==> config.mk <==
export PLATFORM = sky130hd
export DESIGN_NAME = i2c_master_register_transfer
export DESIGN_NICKNAME = d
export VERILOG_FILES = /design/src/i2cmrt_pkg.sv /design/src/i2c_master_register_transfer.sv
export SDC_FILE = /design/constraint.sdc
export NUM_CORES = 1
export LEC_CHECK = 0
export BUFFER_PORTS_ARGS = -buffer_cell sky130_fd_sc_hd__buf_2
export CAP_MARGIN = 10
export CELL_PAD_IN_SITES_DETAIL_PLACEMENT = 1
export CELL_PAD_IN_SITES_GLOBAL_PLACEMENT = 2
export CORE_MARGIN = 10
export CORE_UTILIZATION = 45
export DETAILED_ROUTE_END_ITERATION = 7
export PLACE_DENSITY_LB_ADDON = 0.2
export REMOVE_ABC_BUFFERS = 1
export SLEW_MARGIN = 20
export SYNTH_ARGS = -nofsm -noshare
export SYNTH_HDL_FRONTEND = slang
export SYNTH_SLANG_ARGS = --single-unit
==> constraint.sdc <==
create_clock -name clk -period 9.4 [get_ports clk]
set_input_delay 0 -clock clk [delete_from_list [all_inputs] [get_ports clk]]
set_output_delay 0 -clock clk [all_outputs]
set_load 0.02 [all_outputs]
==> src/i2cmrt_pkg.sv <==
// Package with the item modes, bus status codes and outcome codes of the I2C register sequencer.
`timescale 1ns / 1ps

package i2cmrt_pkg;

	typedef enum logic [1:0] {
		MODE_LOAD   = 2'd0,
		MODE_START  = 2'd1,
		MODE_STATUS = 2'd2,
		MODE_NONE   = 2'd3
	} mode_t;

	typedef enum logic [1:0] {
		OUTCOME_NONE     = 2'd0,
		OUTCOME_COMPLETE = 2'd1,
		OUTCOME_ABORT    = 2'd2
	} outcome_t;

	localparam logic [7:0] STATUS_MASK    = 8'hF8;
	localparam logic [7:0] ST_START       = 8'h08;
	localparam logic [7:0] ST_RESTART     = 8'h10;
	localparam logic [7:0] ST_SLAW_ACK    = 8'h18;
	localparam logic [7:0] ST_DATA_TX_ACK = 8'h28;
	localparam logic [7:0] ST_SLAR_ACK    = 8'h40;
	localparam logic [7:0] ST_DATA_RX_ACK = 8'h50;
	localparam logic [7:0] ST_DATA_RX_NAK = 8'h58;

endpackage

==> src/i2c_master_register_transfer.sv <==
// Top level of the I2C master register transfer sequencer.
// Each item passes through the input register and then the result register.
// Throughput: one item per cycle unless stalled; a held result stalls a full input register.
// The transaction state and the data buffer are updated as an item leaves the input register.
// Reset (arst_n low, asynchronous) clears the transaction state, the data buffer and both valids.
`timescale 1ns / 1ps

module i2c_master_register_transfer
	import i2cmrt_pkg::*;
#(
	parameter int BUFFER_DEPTH = 8
) (
	input  logic       clk,
	input  logic       arst_n,
	input  logic       in_valid,
	output logic       in_stall,
	input  logic [1:0] mode,
	input  logic       direction,
	input  logic [7:0] slave_address,
	input  logic [7:0] register_address,
	input  logic [3:0] byte_count,
	input  logic [2:0] buffer_index,
	input  logic [7:0] write_byte,
	input  logic [7:0] bus_status,
	input  logic [7:0] received_byte,
	output logic       out_valid,
	input  logic       out_stall,
	output logic [7:0] tx_byte,
	output logic       tx_load,
	output logic       issue_start,
	output logic       issue_stop,
	output logic       ack_next,
	output logic       busy_res,
	output logic [1:0] outcome,
	output logic       rd_valid,
	output logic [2:0] rd_index,
	output logic [7:0] rd_byte
);

	localparam int AW = (BUFFER_DEPTH > 1) ? $clog2(BUFFER_DEPTH) : 1;
	localparam int PW = $clog2(BUFFER_DEPTH + 1);

	// Input register
	logic       valid_s1;
	logic [1:0] mode_s1;
	logic       direction_s1;
	logic [7:0] slave_address_s1;
	logic [7:0] register_address_s1;
	logic [3:0] byte_count_s1;
	logic [2:0] buffer_index_s1;
	logic [7:0] write_byte_s1;
	logic [7:0] bus_status_s1;
	logic [7:0] received_byte_s1;

	// Transaction state
	logic          active_q;
	logic          is_read_q;
	logic [7:0]    target_address_q;
	logic [7:0]    target_register_q;
	logic [3:0]    transfer_count_q;
	logic [PW-1:0] position_q;
	logic [7:0]    data_buffer_q [BUFFER_DEPTH];

	logic advance;
	logic in_accept;

	assign advance   = !out_valid || !out_stall;
	assign in_stall  = valid_s1 && !advance;
	assign in_accept = in_valid && !in_stall;

	always_ff @(posedge clk or negedge arst_n) begin
		if (!arst_n) begin
			valid_s1 <= 1'b0;
		end else if (!in_stall) begin
			valid_s1 <= in_valid;
		end
	end

	always_ff @(posedge clk) begin
		if (in_accept) begin
			mode_s1             <= mode;
			direction_s1        <= direction;
			slave_address_s1    <= slave_address;
			register_address_s1 <= register_address;
			byte_count_s1       <= byte_count;
			buffer_index_s1     <= buffer_index;
			write_byte_s1       <= write_byte;
			bus_status_s1       <= bus_status;
			received_byte_s1    <= received_byte;
		end
	end

	// Work for the item held in the input register
	logic          process;
	logic [7:0]    status_m;
	logic          pos_in_buf;
	logic [AW-1:0] pos_addr;
	logic [PW-1:0] pos_inc;
	logic [3:0]    count_sat;

	logic          active_d;
	logic          is_read_d;
	logic [7:0]    target_address_d;
	logic [7:0]    target_register_d;
	logic [3:0]    transfer_count_d;
	logic [PW-1:0] position_d;
	logic          buf_we;
	logic [AW-1:0] buf_waddr;
	logic [7:0]    buf_wdata;

	logic [7:0] tx_byte_c;
	logic       tx_load_c;
	logic       issue_start_c;
	logic       issue_stop_c;
	logic       ack_next_c;
	outcome_t   outcome_c;
	logic       rd_valid_c;
	logic [2:0] rd_index_c;
	logic [7:0] rd_byte_c;

	assign process    = valid_s1 && advance;
	assign status_m   = bus_status_s1 & STATUS_MASK;
	assign pos_in_buf = 32'(position_q) < BUFFER_DEPTH;
	assign pos_addr   = AW'(32'(position_q));
	assign pos_inc    = position_q + PW'(1);
	assign count_sat  = (32'(byte_count_s1) > BUFFER_DEPTH) ?
		4'(BUFFER_DEPTH) : byte_count_s1;

	always_comb begin
		active_d          = active_q;
		is_read_d         = is_read_q;
		target_address_d  = target_address_q;
		target_register_d = target_register_q;
		transfer_count_d  = transfer_count_q;
		position_d        = position_q;
		buf_we            = 1'b0;
		buf_waddr         = pos_addr;
		buf_wdata         = received_byte_s1;

		tx_byte_c     = 8'd0;
		tx_load_c     = 1'b0;
		issue_start_c = 1'b0;
		issue_stop_c  = 1'b0;
		ack_next_c    = 1'b0;
		outcome_c     = OUTCOME_NONE;
		rd_valid_c    = 1'b0;
		rd_index_c    = 3'd0;
		rd_byte_c     = 8'd0;

		unique case (mode_t'(mode_s1))
			MODE_LOAD: begin
				if (32'(buffer_index_s1) < BUFFER_DEPTH) begin
					buf_we    = 1'b1;
					buf_waddr = AW'(32'(buffer_index_s1));
					buf_wdata = write_byte_s1;
				end
			end
			MODE_START: begin
				active_d          = 1'b1;
				is_read_d         = direction_s1;
				target_address_d  = slave_address_s1;
				target_register_d = register_address_s1;
				transfer_count_d  = count_sat;
				position_d        = '0;
				issue_start_c     = 1'b1;
			end
			MODE_STATUS: begin
				if (active_q) begin
					unique case (status_m)
						ST_START: begin
							tx_byte_c = target_address_q;
							tx_load_c = 1'b1;
						end
						ST_RESTART: begin
							tx_byte_c = target_address_q + {7'd0, is_read_q};
							tx_load_c = 1'b1;
						end
						ST_SLAW_ACK: begin
							tx_byte_c = target_register_q;
							tx_load_c = 1'b1;
						end
						ST_DATA_TX_ACK: begin
							if (is_read_q) begin
								issue_start_c = 1'b1;
							end else if (32'(position_q) < 32'(transfer_count_q) && pos_in_buf) begin
								tx_byte_c  = data_buffer_q[pos_addr];
								tx_load_c  = 1'b1;
								position_d = pos_inc;
							end else begin
								issue_stop_c = 1'b1;
								outcome_c    = OUTCOME_COMPLETE;
								active_d     = 1'b0;
							end
						end
						ST_SLAR_ACK: begin
							ack_next_c = transfer_count_q > 4'd1;
						end
						ST_DATA_RX_ACK: begin
							if (!pos_in_buf) begin
								issue_stop_c = 1'b1;
								outcome_c    = OUTCOME_COMPLETE;
								active_d     = 1'b0;
							end else begin
								buf_we     = 1'b1;
								rd_valid_c = 1'b1;
								rd_index_c = 3'(32'(position_q));
								rd_byte_c  = received_byte_s1;
								position_d = pos_inc;
								if (32'(pos_inc) >= 32'(transfer_count_q) ||
								    32'(pos_inc) >= BUFFER_DEPTH) begin
									issue_stop_c = 1'b1;
									outcome_c    = OUTCOME_COMPLETE;
									active_d     = 1'b0;
								end else begin
									ack_next_c = transfer_count_q > 4'd1;
								end
							end
						end
						ST_DATA_RX_NAK: begin
							if (pos_in_buf) begin
								buf_we     = 1'b1;
								rd_valid_c = 1'b1;
								rd_index_c = 3'(32'(position_q));
								rd_byte_c  = received_byte_s1;
							end
							issue_stop_c = 1'b1;
							outcome_c    = OUTCOME_COMPLETE;
							active_d     = 1'b0;
						end
						default: begin
							issue_stop_c = 1'b1;
							outcome_c    = OUTCOME_ABORT;
							active_d     = 1'b0;
						end
					endcase
				end
			end
			default: begin
			end
		endcase
	end

	always_ff @(posedge clk or negedge arst_n) begin
		if (!arst_n) begin
			active_q          <= 1'b0;
			is_read_q         <= 1'b0;
			target_address_q  <= 8'd0;
			target_register_q <= 8'd0;
			transfer_count_q  <= 4'd0;
			position_q        <= '0;
			for (int i = 0; i < BUFFER_DEPTH; i++) begin
				data_buffer_q[i] <= 8'd0;
			end
		end else if (process) begin
			active_q          <= active_d;
			is_read_q         <= is_read_d;
			target_address_q  <= target_address_d;
			target_register_q <= target_register_d;
			transfer_count_q  <= transfer_count_d;
			position_q        <= position_d;
			if (buf_we) begin
				data_buffer_q[buf_waddr] <= buf_wdata;
			end
		end
	end

	// Result register
	always_ff @(posedge clk or negedge arst_n) begin
		if (!arst_n) begin
			out_valid <= 1'b0;
		end else if (advance) begin
			out_valid <= valid_s1;
		end
	end

	always_ff @(posedge clk) begin
		if (process) begin
			tx_byte     <= tx_byte_c;
			tx_load     <= tx_load_c;
			issue_start <= issue_start_c;
			issue_stop  <= issue_stop_c;
			ack_next    <= ack_next_c;
			busy_res    <= active_d;
			outcome     <= outcome_c;
			rd_valid    <= rd_valid_c;
			rd_index    <= rd_index_c;
			rd_byte     <= rd_byte_c;
		end
	end

endmodule
# == After elaboration in Yosys (flattened, before gate mapping) ==
# Index checks and enable logic that the tools add are counted.
# classes
n_addsub,2
magnitude_cmp,9
eq_ne,14
mux,48
bitwise,2
n_reduce_logical,21
# ops
op,count
$bwmux 64,1
$mux 8,6
$pmux 8 s4,1
$bmux 8 s3,1
$demux 8 s3,1
$mux 1,22
$mux 4,5
$pmux 4 s2,2
$eq 5x4->1 const B,3
$ge 4x4->1 const B,3
$eq 5x2->1 const B,2
$pmux 1 s2,5
$ne 3x3->1 const B,3
$add 8x1->8,1
$not 3->4,2
$pmux 2 s4,1
$reduce_and 7->1,1
$pmux 1 s3,2
$reduce_and 2->1,3
$eq 5x1->1 const B,1
$eq 5x3->1 const B,1
$logic_and 1x1->1,5
$add 4x1->4 const B,1
$ge 4x4->1,1
18 further kinds,22
# totals
reg_bits,169

# == Logic depth before layout (Yosys ltp) ==
# Gate-level depths: netlist of the first run.
# depth
depth_word,8
mapped_depth,9

# == Least setup slack after synthesis of the first run ==
# OpenSTA, ideal clock, no wires.
# synth_timing
kind,reg2reg
start,register out_valid
end,register data_buffer_q[24] in the netlist's numbering
arrival_time_ps,3318
t_required_ps,9275
slack_ps,5958
path_stages_with_launch,5
path_buffers,0
period_less_slack_ps,3442
path_cell_list,dfrtp_1 -> a21boi_1 -> o211ai_1 -> nor2_2 -> mux2_2
# synth_via
elab_chain_len,4
# synth_rtl
item,line_no,source
start: declaration,i2c_master_register_transfer.sv:26,"output logic out_valid,"
start signal: assignment,i2c_master_register_transfer.sv:272,out_valid <= valid_s1;
$logic_not 1->1,i2c_master_register_transfer.sv:67,assign advance = !out_valid || !out_stall;
$logic_or 1x1->1,i2c_master_register_transfer.sv:67,
$logic_and 1x1->1,i2c_master_register_transfer.sv:121,assign process = valid_s1 && advance;
via process,i2c_master_register_transfer.sv:94,logic process;
$reduce_and 2->1 (no line),n/a,
end signal: indexed assignment,i2c_master_register_transfer.sv:262,data_buffer_q[buf_waddr] <= buf_wdata;
end: declaration,i2c_master_register_transfer.sv:62,logic [7:0] data_buffer_q [BUFFER_DEPTH];
# The timed path passes the listed nets, and every way through them passes these cells.
# A chain may end at the register's enable or synchronous reset.

# == Final worst setup path of the first run ==
# layout_timing
start,register mode_s1[0]
end,register data_buffer_q[23] in the netlist's numbering
# layout_via
elab_chain_len,8
# layout_rtl
item,line_no,source
start: declaration,i2c_master_register_transfer.sv:45,logic [1:0] mode_s1;
start signal: assignment,i2c_master_register_transfer.sv:81,mode_s1 <= mode;
$logic_not 2->1,i2c_master_register_transfer.sv:150,unique case (mode_t'(mode_s1))
$mux 3,i2c_master_register_transfer.sv:150,
$not 3->4 (not written as such),i2c_master_register_transfer.sv:262,
$ge 4x4->1 (not written as such) or $lt 4x1->1 (tied branches),i2c_master_register_transfer.sv:262,
$logic_and 1x1->1 (not written as such),i2c_master_register_transfer.sv:262,
$mux 8 (not written as such),i2c_master_register_transfer.sv:262,
$demux 8 s3,i2c_master_register_transfer.sv:262,
$bwmux 64,i2c_master_register_transfer.sv:262,
# Parallel ways exist; a longest one is shown, timed or not.

==> results of run 1 <==
cells in the final DEF, fill, tap and decap left out, types with 8 or more instances in the layout:
cell type and n:
clkbuf_16 17, a21oi_1 13, inv_1 10, and2_1 10, nand3_1 9, nor2_1 20
nand2_1 15, mux2i_1 16, edfxtp_1 74, nand2b_1 9, o21ai_0 8, mux2_2 82
buf_2 78, dfrtp_1 92, mux4_2 16, dlygate4sd3_1 52, mux2_1 9, ha_1 14
worst max-delay path, delay by kind of cell, from the launching register on:
kind	cells	cell delay [ns]
AO/OA/AOI/OAI	1	0.20
adder cells (fa/ha/maj)	1	0.35
buffers and inverters	2	0.34
flip-flops	1	0.41
multiplexers	1	0.42
AND/OR/NAND/NOR	3	1.59
cells in the mapped netlist (all sizes together), types with 9 or more instances:
library cell / count / share of area, %
nand2: 15 / 0.76
clkbuf: 13 / 0.66
a21oi: 13 / 0.88
edfxtp: 74 / 30
and2: 11 / 0.93
mux2i: 16 / 2.2
mux4: 16 / 4.9
dfrtp: 92 / 31
inv: 10 / 0.51
o21ai: 11 / 0.74
mux2: 91 / 14
nand3: 9 / 0.61
ha: 14 / 2.4
nor2: 26 / 1.5
nand2b: 9 / 0.76
cell families (layout without fill, tap and decap cells):
group,Yosys count,in the layout
AO/OA/AOI/OAI,63,63
AND/OR/NAND/NOR,95,95
adder cells (fa/ha/maj),14,14
buffers and inverters,32,179
flip-flops,166,166
XOR/XNOR,8,8
multiplexers,123,123
per-layer routing:
metal | wire length, um | track usage (%) | share of wire, %
met1 | 7930 | 20.9 | 44
met2 | 9210 | 29.2 | 51
met3 | 610 | 4.67 | 3.4
met4 | 220 | 5.30 | 1.2
met5 | 0 | 0 | 0
power groups by stage:
stage	clock network (mW)	logic (mW)	registers, mW
2_1_floorplan	0	0.297	0.997
3_3_place_gp	0	0.440	0.976
3_5_place_dp	0	0.454	0.988
4_1_cts	0.721	0.479	0.976
5_1_grt	0.755	0.516	0.992
6_report	0.705	0.470	0.976
state kept, by name (all words and copies together), names as in the netlist, 2 cells and up:
register             count
received_byte_s1         8
mode_s1                  2
byte_count_s1            4
rd_byte                  8
rd_index                 3
bus_status_s1            5
position_q               4
slave_address_s1         8
write_byte_s1            8
buffer_index_s1          3
tx_byte                  8
target_address_q         8
register_address_s1      8
target_register_q        8
outcome                  2
transfer_count_q         4
data_buffer_q           64
worst min path at each step:
| stage | startpoint | endpoint | slack [ns] |
|---|---|---|---|
| finish | register_address[1] | register_address_s1[1]$_DFFE_PP_ | 0.27 |
| global route | slave_address[5] | slave_address_s1[5]$_DFFE_PP_ | 0.25 |
| CTS | slave_address[1] | slave_address_s1[1]$_DFFE_PP_ | 0.24 |
| detailed placement | arst_n | out_valid$_DFFE_PN0N_ | -0.20 |
| global placement | arst_n | out_valid$_DFFE_PN0N_ | -0.20 |
| floorplan | arst_n | active_q$_DFFE_PN0P_ | -0.30 |
stage by stage:
step / hold slack [ns] / setup WS [ns] / std cells / util, % / cell area (um2)
final: 0.266 / 5.96 / 864 / 57.2 / 9150
after CTS: 0.244 / 5.94 / 864 / 57.1 / 9140
after floorplan: -0.296 / 5.80 / 480 / - / 7310
after global placement: -0.199 / 6.02 / 780 / 50.2 / 8030
after global routing: 0.252 / 5.72 / 864 / 57.2 / 9150
after detailed placement: -0.195 / 5.91 / 780 / 50.2 / 8030
area by class of cell:
type	instances	area (um2)
Tap cell	216	270
Timing Repair Buffer	136	960
Clock inverter	15	164
Fill cell	1600	6850
Sequential cell	166	4520
Multi-Input combinational cell	303	2760
Clock buffer	17	425
Inverter	11	41.3
==> impl_metrics.env, run 1 <==
export IMPL_power_leakage_nw=3.87
export IMPL_start_kind="flip-flop"
export IMPL_post_cts_resized=0
export IMPL_postRouteAntennaNets=0
export IMPL_p_int_mw=1.54
export IMPL_ys_seq_elements=166
export IMPL_report_final_hold_viol_count=0
export IMPL_syn_area_mm2=0.00741
export IMPL_globalRouteTotalUtil_pct=17.2
export IMPL_post_route_period_util_pct=36.5
export IMPL_worstPathRequired_ns=9.73
export IMPL_initial_utilization_pct=46.3
export IMPL_ys_seq_area_share_pct=61.0
export IMPL_pwr_share_clk_pct=32.8
export IMPL_min_path_cells=2
export IMPL_place_congestion=0.766
export IMPL_end_kind="flip-flop"
export IMPL_syn2layout_area_growth_pct=23.4
export IMPL_fmax_mhz=291
export IMPL_grt_pass1_wl_um=29200
export IMPL_drive_gt1_share_pct=34.6
export IMPL_synth_cell_types=58
export IMPL_hold_buffers=52
export IMPL_rsz0062_at_grt="no"
export IMPL_cts_buffers=17
export IMPL_finalSetupViolCount=0
export IMPL_critPathLaunch="mode_s1[0]$_DFFE_PP_"
export IMPL_cts_sinks=166
export IMPL_layout_min_cycle_time_ns=3.44
export IMPL_synth_simple_area_share_pct=7.02
export IMPL_die_y_um=148
export IMPL_gr_total_overflow=0
export IMPL_firstDrtPassIters=4
export IMPL_synthFlopType="dfrtp_1"
export IMPL_portBuffers=79
export IMPL_arrival_ns=3.76
export IMPL_diodes=0
export IMPL_via_count=4638
export IMPL_r2r_cells=8
export IMPL_holdCritPathClass="in -> reg"
export IMPL_switching_power_mw=0.609
export IMPL_hpwl_um=11500
export IMPL_num_rows=46
export IMPL_antenna_found_initial=0
export IMPL_clk_pin_slew_ns=0.07
export IMPL_core_region_area_mm2=0.0160
export IMPL_synth_top_family_by_area="multiplexers"
export IMPL_synth_compound_area_share_pct=5.91
export IMPL_htree_levels=4
export IMPL_slew_viol_final=0
export IMPL_r2r_slack_ns=5.96
export IMPL_routed_wl_um=18000
export IMPL_fin_setup_tns_ns=0
export IMPL_critical_path_slowest_cell="nor2b_1"
export IMPL_drv_cap=0
export IMPL_regToRegStartpoint="mode_s1[0]$_DFFE_PP_"
export IMPL_synthAdderAreaFrac_pct=2.36
export IMPL_cp_cell_sequence="inv_1 -> ha_1 -> nand2_1 -> nor3_1 -> buf_4 -> o211ai_1 -> nor2b_1 -> mux2_2"
export IMPL_finClkSkew_ns=0.0132
export IMPL_yosysWarnings=0
export IMPL_clk_latency_ns=0.44
export IMPL_drc=0
export IMPL_vias_per_cell=5.37
export IMPL_total_power_mw=2.15
export IMPL_clock_path_buffers=2
export IMPL_crit_end="data_buffer_q[23]$_DFFE_PN0P_"
export IMPL_tightestPinTransition_ns=1.06
export IMPL_slew_headroom_pct=29.3
export IMPL_die_area_mm2=0.0220
export IMPL_status="finished clean"
export IMPL_switching_share_pct=28.3
export IMPL_path_class="reg -> reg"
export IMPL_ios=83
export IMPL_grt_pass1_vias=5305
export IMPL_peakVddDrop_mv=0.148
export IMPL_ys_async_sr_fraction_pct=55.4
export IMPL_muxShareOfSynthArea_pct=20.8
export IMPL_power_frac_comb_pct=21.8
export IMPL_synth_edff_count=74
export IMPL_cts_setup_buffers=0
export IMPL_syn_instance_count=501
export IMPL_cts_tree="done"
export IMPL_die_w_um=148
export IMPL_p_seq_share_pct=45.4
export IMPL_r2r_end="data_buffer_q[23]$_DFFE_PN0P_"
export IMPL_wl_per_cell_um=20.8
export IMPL_cp_max_fo=12
export IMPL_synth_xor_area_share_pct=0.945
export IMPL_power_density_mw_per_mm2=235
export IMPL_max_stage_delay_ns=0.89
export IMPL_nets=703
export IMPL_cts_root_buffer="clkbuf_16"
export IMPL_grt_max_degree=89
export IMPL_drt_iter0_markers=290
export IMPL_synth_area_per_cell_um2=14.8
Power figures use the tool's default switching activity.
==> run 2: changes to the inputs <==
--- a/config.mk
+++ b/config.mk
@@ -5,12 +5,13 @@
 export SDC_FILE = /design/constraint.sdc
 export NUM_CORES = 1
 export LEC_CHECK = 0
+export ABC_AREA = 1
 export BUFFER_PORTS_ARGS = -buffer_cell sky130_fd_sc_hd__buf_2
 export CAP_MARGIN = 10
 export CELL_PAD_IN_SITES_DETAIL_PLACEMENT = 1
 export CELL_PAD_IN_SITES_GLOBAL_PLACEMENT = 2
 export CORE_MARGIN = 10
-export CORE_UTILIZATION = 45
+export CORE_UTILIZATION = 38
 export DETAILED_ROUTE_END_ITERATION = 7
 export PLACE_DENSITY_LB_ADDON = 0.2
 export REMOVE_ABC_BUFFERS = 1
==> constraint.sdc (replaced) <==
create_clock -name clk -period 3.4 [get_ports clk]
set_input_delay 0 -clock clk [delete_from_list [all_inputs] [get_ports clk]]
set_output_delay 0 -clock clk [all_outputs]
set_load 0.02 [all_outputs]
==> run 2 against run 1 <==
Synthesized area rose by 0.46%; highest routed layer unchanged; via count rose by 23%; hold slack got worse by 0.055 ns; first-iteration DRC count shrank 1.0%; total power rose to 2.8 times the previous value; sequential power increased to 2.8 times the previous value; synthesized cell count increased by 46%; global-route usage decreased by 0.99 points; design area grew 0.48%; critical path type unchanged; clock skew fell by 0.0062 ns.
==> impl_metrics.env, run 2 <==
export IMPL_switching_power_mw=1.93
export IMPL_drv_cap=0
export IMPL_gr_total_overflow=0
export IMPL_yosysMostFrequentCell="nand2_1"
export IMPL_path_class="reg -> reg"
export IMPL_core_region_area_mm2=0.0194
export IMPL_antenna_found_initial=2
export IMPL_r2r_end="data_buffer_q[4]$_DFFE_PN0P_"
export IMPL_drc=0
export IMPL_cts_buffers=17
export IMPL_via_count=5705
export IMPL_portBuffers=79
export IMPL_tightestPinTransition_ns=0.877
export IMPL_die_y_um=160
export IMPL_fill_cells=2194
export IMPL_cts_root_buffer="clkbuf_16"
export IMPL_syn2layout_area_growth_pct=23.4
export IMPL_slew_viol_final=0
export IMPL_synth_edff_count=74
export IMPL_finClkSkew_ns=0.00699
export IMPL_syn_area_mm2=0.00745
export IMPL_htree_levels=4
export IMPL_fin_setup_tns_ns=0
export IMPL_holdCritPathClass="in -> async"
export IMPL_status="finished clean"
export IMPL_layout_commonest_cell="nand2_1"
export IMPL_ios=83
export IMPL_synth_area_top_cells="dfrtp_1 (31%), edfxtp_1 (30%), nand2_1 (11%)"
export IMPL_syn_instance_count=732
export IMPL_end_kind="flip-flop"
export IMPL_r2r_cells=9
export IMPL_die_area_mm2=0.0256
export IMPL_cts_tree="done"
export IMPL_report_final_hold_viol_count=0
export IMPL_peakVddDrop_mv=0.363
export IMPL_switching_share_pct=32.4
export IMPL_clk_latency_ns=0.44
export IMPL_grt_pass1_vias=6220
export IMPL_wl_per_cell_um=17.6
export IMPL_drive_gt1_share_pct=17.9
export IMPL_arrival_ns=3.03
export IMPL_cts_setup_buffers=0
export IMPL_power_leakage_nw=4.03
export IMPL_cts_sinks=166
export IMPL_power_density_mw_per_mm2=649
export IMPL_initial_utilization_pct=38.4
export IMPL_p_seq_share_pct=45.8
export IMPL_finalSetupViolCount=0
export IMPL_synthFlopType="dfrtp_1"
export IMPL_hpwl_um=13800
export IMPL_place_congestion=0.795
export IMPL_synthTopCellsByCount="nand2_1 (217), dfrtp_1 (92), edfxtp_1 (74)"
export IMPL_vias_per_cell=4.99
export IMPL_cp_max_fo=16
export IMPL_slew_headroom_pct=41.1
export IMPL_r2r_slack_ns=0.67
export IMPL_drt_iter0_markers=287
export IMPL_globalRouteTotalUtil_pct=16.2
export IMPL_synth_cell_types=41
export IMPL_total_power_mw=5.97
export IMPL_firstDrtPassIters=4
export IMPL_ys_seq_elements=166
export IMPL_setup_ws_ns=0.669
export IMPL_synth_largest_area_cell="dfrtp_1"
export IMPL_fmax_mhz=366
export IMPL_largest_register_ffs=64
export IMPL_critPathLaunch="mode_s1[0]$_DFFE_PP_"
export IMPL_start_kind="flip-flop"
export IMPL_num_rows=51
export IMPL_grt_max_degree=63
export IMPL_clk_pin_slew_ns=0.07
export IMPL_ys_seq_area_share_pct=60.7
export IMPL_power_frac_comb_pct=22.0
export IMPL_regMostFlops="data_buffer_q"
export IMPL_worstPathRequired_ns=3.70
export IMPL_layout_min_cycle_time_ns=2.73
export IMPL_final_cell_mix="nand2_1 (217), dfrtp_1 (92), buf_2 (78), edfxtp_1 (74), o21ai_1 (62)"
export IMPL_yosysWarnings=0
export IMPL_grt_pass1_wl_um=33100
export IMPL_postRouteAntennaNets=0
export IMPL_regToRegStartpoint="mode_s1[0]$_DFFE_PP_"
export IMPL_ys_async_sr_fraction_pct=55.4
export IMPL_crit_end="data_buffer_q[4]$_DFFE_PN0P_"
export IMPL_synth_area_per_cell_um2=10.2
export IMPL_synth_top_area_share_pct=30.9
export IMPL_post_place_ws_ns=0.619
export IMPL_clock_path_buffers=2
export IMPL_post_route_period_util_pct=80.3
export IMPL_p_int_mw=4.03
export IMPL_rsz0062_at_grt="no"
export IMPL_nets=931
export IMPL_routed_wl_um=20100
export IMPL_pwr_share_clk_pct=32.2
export IMPL_die_w_um=160
==> run 2: changes by cell type in the layout (fill, tap and decap cells not counted), sizes merged, moves of 12 or more <==
cell / before / now
mux2: 91 / 0
nand2: 15 / 219
inv: 18 / 66
mux2i: 16 / 0
nor2: 26 / 38
a21oi: 13 / 34
o21ai: 11 / 95
a32o: 0 / 15
mux4: 16 / 0
nand3: 9 / 27
==> run 2: how the worst min path moves through the flow <==
stage	startpoint	endpoint	slack, ns	cells past startpoint
after floorplan	arst_n	active_q$_DFFE_PN0P_	-0.30	0
after global placement	arst_n	data_buffer_q[46]$_DFFE_PN0P_	0.15	1
after detailed placement	arst_n	data_buffer_q[46]$_DFFE_PN0P_	0.15	1
after CTS	arst_n	data_buffer_q[49]$_DFFE_PN0P_	0.24	2
after global routing	write_byte[2]	write_byte_s1[2]$_DFFE_PP_	0.26	2
final	arst_n	data_buffer_q[56]$_DFFE_PN0P_	0.21	2
==> run 2: metrics by stage <==
step                util [%]  hold WS (ns)  std cells  cell area, um2
floorplan                  -        -0.296        704            7280
global placement        41.7         0.149       1058            8090
detailed placement      41.7         0.154       1058            8090
CTS                     47.3         0.239       1141            9190
global route            47.4         0.261       1143            9190
finish                  47.4         0.211       1143            9190
==> run 2: layout make-up <==
class | count | area [um2] | area share, %
inverters | 61 | 233 | 2.53
multi-input cells | 477 | 2530 | 27.5
diodes | 2 | 5.00 | 0.0545
flip-flops and latches | 166 | 4520 | 49.2
well taps | 265 | 332 | 3.61
repair buffers | 140 | 983 | 10.7
clock inverters | 15 | 160 | 1.74
clock buffers | 17 | 425 | 4.63
==> run 2: logic make-up after synthesis <==
logic type	Yosys count	synth area share, %
simple gates	305	18.5
flops	166	60.7
compound gates	156	12.7
buf+inv	89	5.41
fa+ha+maj	14	2.35
xor+xnor	2	0.235
==> run 2: critical path: stages, from the launching register on <==
cell      delay (ns)
edfxtp_1        0.39
inv_1           0.09
ha_1            0.37
nand2_2         0.15
inv_2           0.16
nand3_4         0.24
a21oi_4         0.53
nand4_4         0.39
nand2_1         0.19
o21ai_2         0.06
==> run 2: power groups by stage <==
stage	combinational (mW)	clock, mW	sequential [mW]
after detailed placement	1.28	0	2.77
after floorplan	0.809	0	2.77
after global routing	1.49	2.05	2.78
after CTS	1.33	1.97	2.73
after global placement	1.22	0	2.74
final	1.31	1.92	2.73
==> run 2: repair_timing <==
item                                   CTS  global route
hold buffers                            51             0
gates resized for setup                  0             0
endpoints found under the hold margin  110             0
==> run 2: layer usage <==
metal	up-vias	part of all wire, %	global-route usage, %
met5	-	0	0
met4	0	1.9	5.68
met3	25	3.2	3.06
met2	86	50	28.4
met1	2848	44	19.6
li1	2746	-	-
==> run 3: changes to the inputs <==
--- a/config.mk
+++ b/config.mk
@@ -11,7 +11,7 @@
 export CELL_PAD_IN_SITES_DETAIL_PLACEMENT = 1
 export CELL_PAD_IN_SITES_GLOBAL_PLACEMENT = 2
 export CORE_MARGIN = 10
-export CORE_UTILIZATION = 38
+export CORE_UTILIZATION = 34
 export DETAILED_ROUTE_END_ITERATION = 7
 export PLACE_DENSITY_LB_ADDON = 0.2
 export REMOVE_ABC_BUFFERS = 1
==> constraint.sdc (replaced) <==
create_clock -name clk -period 2.39 [get_ports clk]
set_input_delay 0 -clock clk [delete_from_list [all_inputs] [get_ports clk]]
set_output_delay 0 -clock clk [all_outputs]
set_load 0.02 [all_outputs]
==> run 3 against run 2 <==
Hold slack worse by 0.082 ns; register-to-register slack worse by 0.45 ns; clock power is 47% higher; sequential power is 42% higher; total power is 45% higher; via count is 0.56% lower; die area is 10% higher; routed wire length is 3.3% higher; non-clock buffer count is 17 higher.
==> impl_metrics.env, run 3 (synthesis gave the netlist of run 2 again) <==
export IMPL_status="finished clean"
export IMPL_routed_wl_um=20800
export IMPL_start_kind="flip-flop"
export IMPL_regArea_mm2=0.00452
export IMPL_place_congestion=0.813
export IMPL_report_final_hold_viol_count=0
export IMPL_htree_levels=4
export IMPL_drive_gt1_share_pct=19.6
export IMPL_drt_iter0_markers=314
export IMPL_cts_sinks=166
export IMPL_wl_per_cell_um=17.7
export IMPL_post_place_ws_ns=0.130
export IMPL_clk_latency_ns=0.44
export IMPL_path_class="reg -> reg"
export IMPL_cts_buffers=17
export IMPL_tightestPinTransition_ns=0.620
export IMPL_gr_total_overflow=0
export IMPL_grt_pass1_vias=6311
export IMPL_postRouteAntennaNets=0
export IMPL_post_route_period_util_pct=90.7
export IMPL_timing_hold_ws_ns=0.128
export IMPL_final_cell_mix="nand2_1 (217), dfrtp_1 (92), buf_2 (78), edfxtp_1 (74), o21ai_1 (62)"
export IMPL_multi_input_area_mm2=0.00253
export IMPL_syn2layout_area_growth_pct=26.2
export IMPL_die_area_mm2=0.0282
export IMPL_arrival_ns=2.48
export IMPL_power_leakage_nw=4.14
export IMPL_via_count=5673
export IMPL_clk_pin_slew_ns=0.08
export IMPL_worstPathRequired_ns=2.70
export IMPL_regMostFlops="data_buffer_q"
export IMPL_fin_setup_tns_ns=0
export IMPL_stdcell_count=1173
export IMPL_max_stage_delay_ns=0.39
export IMPL_largest_register_ffs=64
export IMPL_end_kind="flip-flop"
export IMPL_ios=83
export IMPL_critical_path_slowest_cell="edfxtp_1"
export IMPL_peakVddDrop_mv=0.441
export IMPL_num_rows=54
export IMPL_dp_cells=1090
export IMPL_r2r_cells=10
export IMPL_firstDrtPassIters=4
export IMPL_power_density_mw_per_mm2=919
export IMPL_slew_headroom_pct=58.6
export IMPL_core_region_area_mm2=0.0217
export IMPL_layout_commonest_cell="nand2_1"
export IMPL_die_y_um=168
export IMPL_finClkSkew_ns=0.0172
export IMPL_regToRegStartpoint="mode_s1[0]$_DFFE_PP_"
export IMPL_portBuffers=79
export IMPL_cts_setup_buffers=0
export IMPL_cp_cell_sequence="inv_1 -> ha_1 -> nand2_2 -> inv_2 -> nand3_4 -> a21oi_4 -> buf_4 -> nand4_4 -> nand2_1 -> o21ai_2"
export IMPL_total_power_mw=8.63
export IMPL_grt_max_degree=50
export IMPL_globalRouteTotalUtil_pct=15.1
export IMPL_diodes=0
export IMPL_holdCritPathClass="in -> async"
export IMPL_fin_area_mm2=0.00940
export IMPL_final_util_pct=43.3
export IMPL_antenna_found_initial=0
export IMPL_fill_cells=2426
export IMPL_rsz0062_at_grt="no"
export IMPL_drv_cap=0
export IMPL_finalSetupViolCount=0
export IMPL_layout_min_cycle_time_ns=2.17
export IMPL_grt_pass1_wl_um=34000
export IMPL_clock_path_buffers=2
export IMPL_nets=948
export IMPL_cts_tree="done"
export IMPL_initial_utilization_pct=34.3
export IMPL_post_dp_cell_area_mm2=0.00827
export IMPL_cts_root_buffer="clkbuf_16"
export IMPL_r2r_slack_ns=0.22
export IMPL_cp_max_fo=16
export IMPL_hpwl_um=14100
export IMPL_fmax_mhz=461
export IMPL_drc=0
export IMPL_r2r_end="data_buffer_q[25]$_DFFE_PN0P_"
export IMPL_slew_viol_final=0
export IMPL_critPathLaunch="mode_s1[0]$_DFFE_PP_"
export IMPL_setup_ws_ns=0.221
export IMPL_die_w_um=168
export IMPL_vias_per_cell=4.84
==> run 3: changes by cell type in the layout (fill, tap and decap cells not counted), sizes merged <==
cell and change:
buf +17, clkinv +1, diode -2, clkinvlp -1
==> run 3: how the worst max path moves through the flow <==
| stage | endpoint | cells past startpoint |
|---|---|---|
| 2_1_floorplan | transfer_count_q[0]$_DFFE_PN0P_ | 8 |
| 3_3_place_gp | data_buffer_q[39]$_DFFE_PN0P_ | 8 |
| 3_5_place_dp | data_buffer_q[39]$_DFFE_PN0P_ | 9 |
| 4_1_cts | data_buffer_q[1]$_DFFE_PN0P_ | 9 |
| 5_1_grt | data_buffer_q[26]$_DFFE_PN0P_ | 10 |
| 6_report | data_buffer_q[25]$_DFFE_PN0P_ | 10 |
==> run 3: worst max-delay path, delay by kind of cell (launching register included) <==
kind | cells | cell delay [ns]
buffers and inverters | 3 | 0.53
AOI/OAI and AO/OA | 2 | 0.21
DFF | 1 | 0.39
adders and majority gates | 1 | 0.20
and+or+nand+nor | 4 | 0.70
==> run 3: what timing repair did <==
item	CTS	global route
hold endpoints to repair	92	0
hold buffers	51	0
resized for setup	0	1
endpoints found under the setup margin	0	12
==> run 3: final cells by class <==
| cell class | count | share of cell area, % |
|---|---|---|
| clock buffers | 17 | 4.53 |
| clock inverters | 15 | 1.98 |
| inverters | 61 | 2.46 |
| multi-input cells | 477 | 26.9 |
| flip-flops and latches | 166 | 48.1 |
| well taps | 280 | 3.73 |
| repair buffers | 157 | 12.2 |
==> run 3: routing by layer <==
layer / vias up / track usage (%) / part of all wire [%]
li1: 2784 / - / -
met1: 2784 / 17.8 / 44
met2: 85 / 26.6 / 51
met3: 20 / 3.38 / 3.3
met4: 0 / 4.62 / 1.4
met5: - / 0 / 0
==> run 3: power by group <==
| part | switching, mW | internal, mW | leakage (nW) |
|---|---|---|---|
| combinational | 1.18 | 0.744 | 1.92 |
| sequential | 0.319 | 3.56 | 1.92 |
| clock | 1.32 | 1.51 | 0.296 |
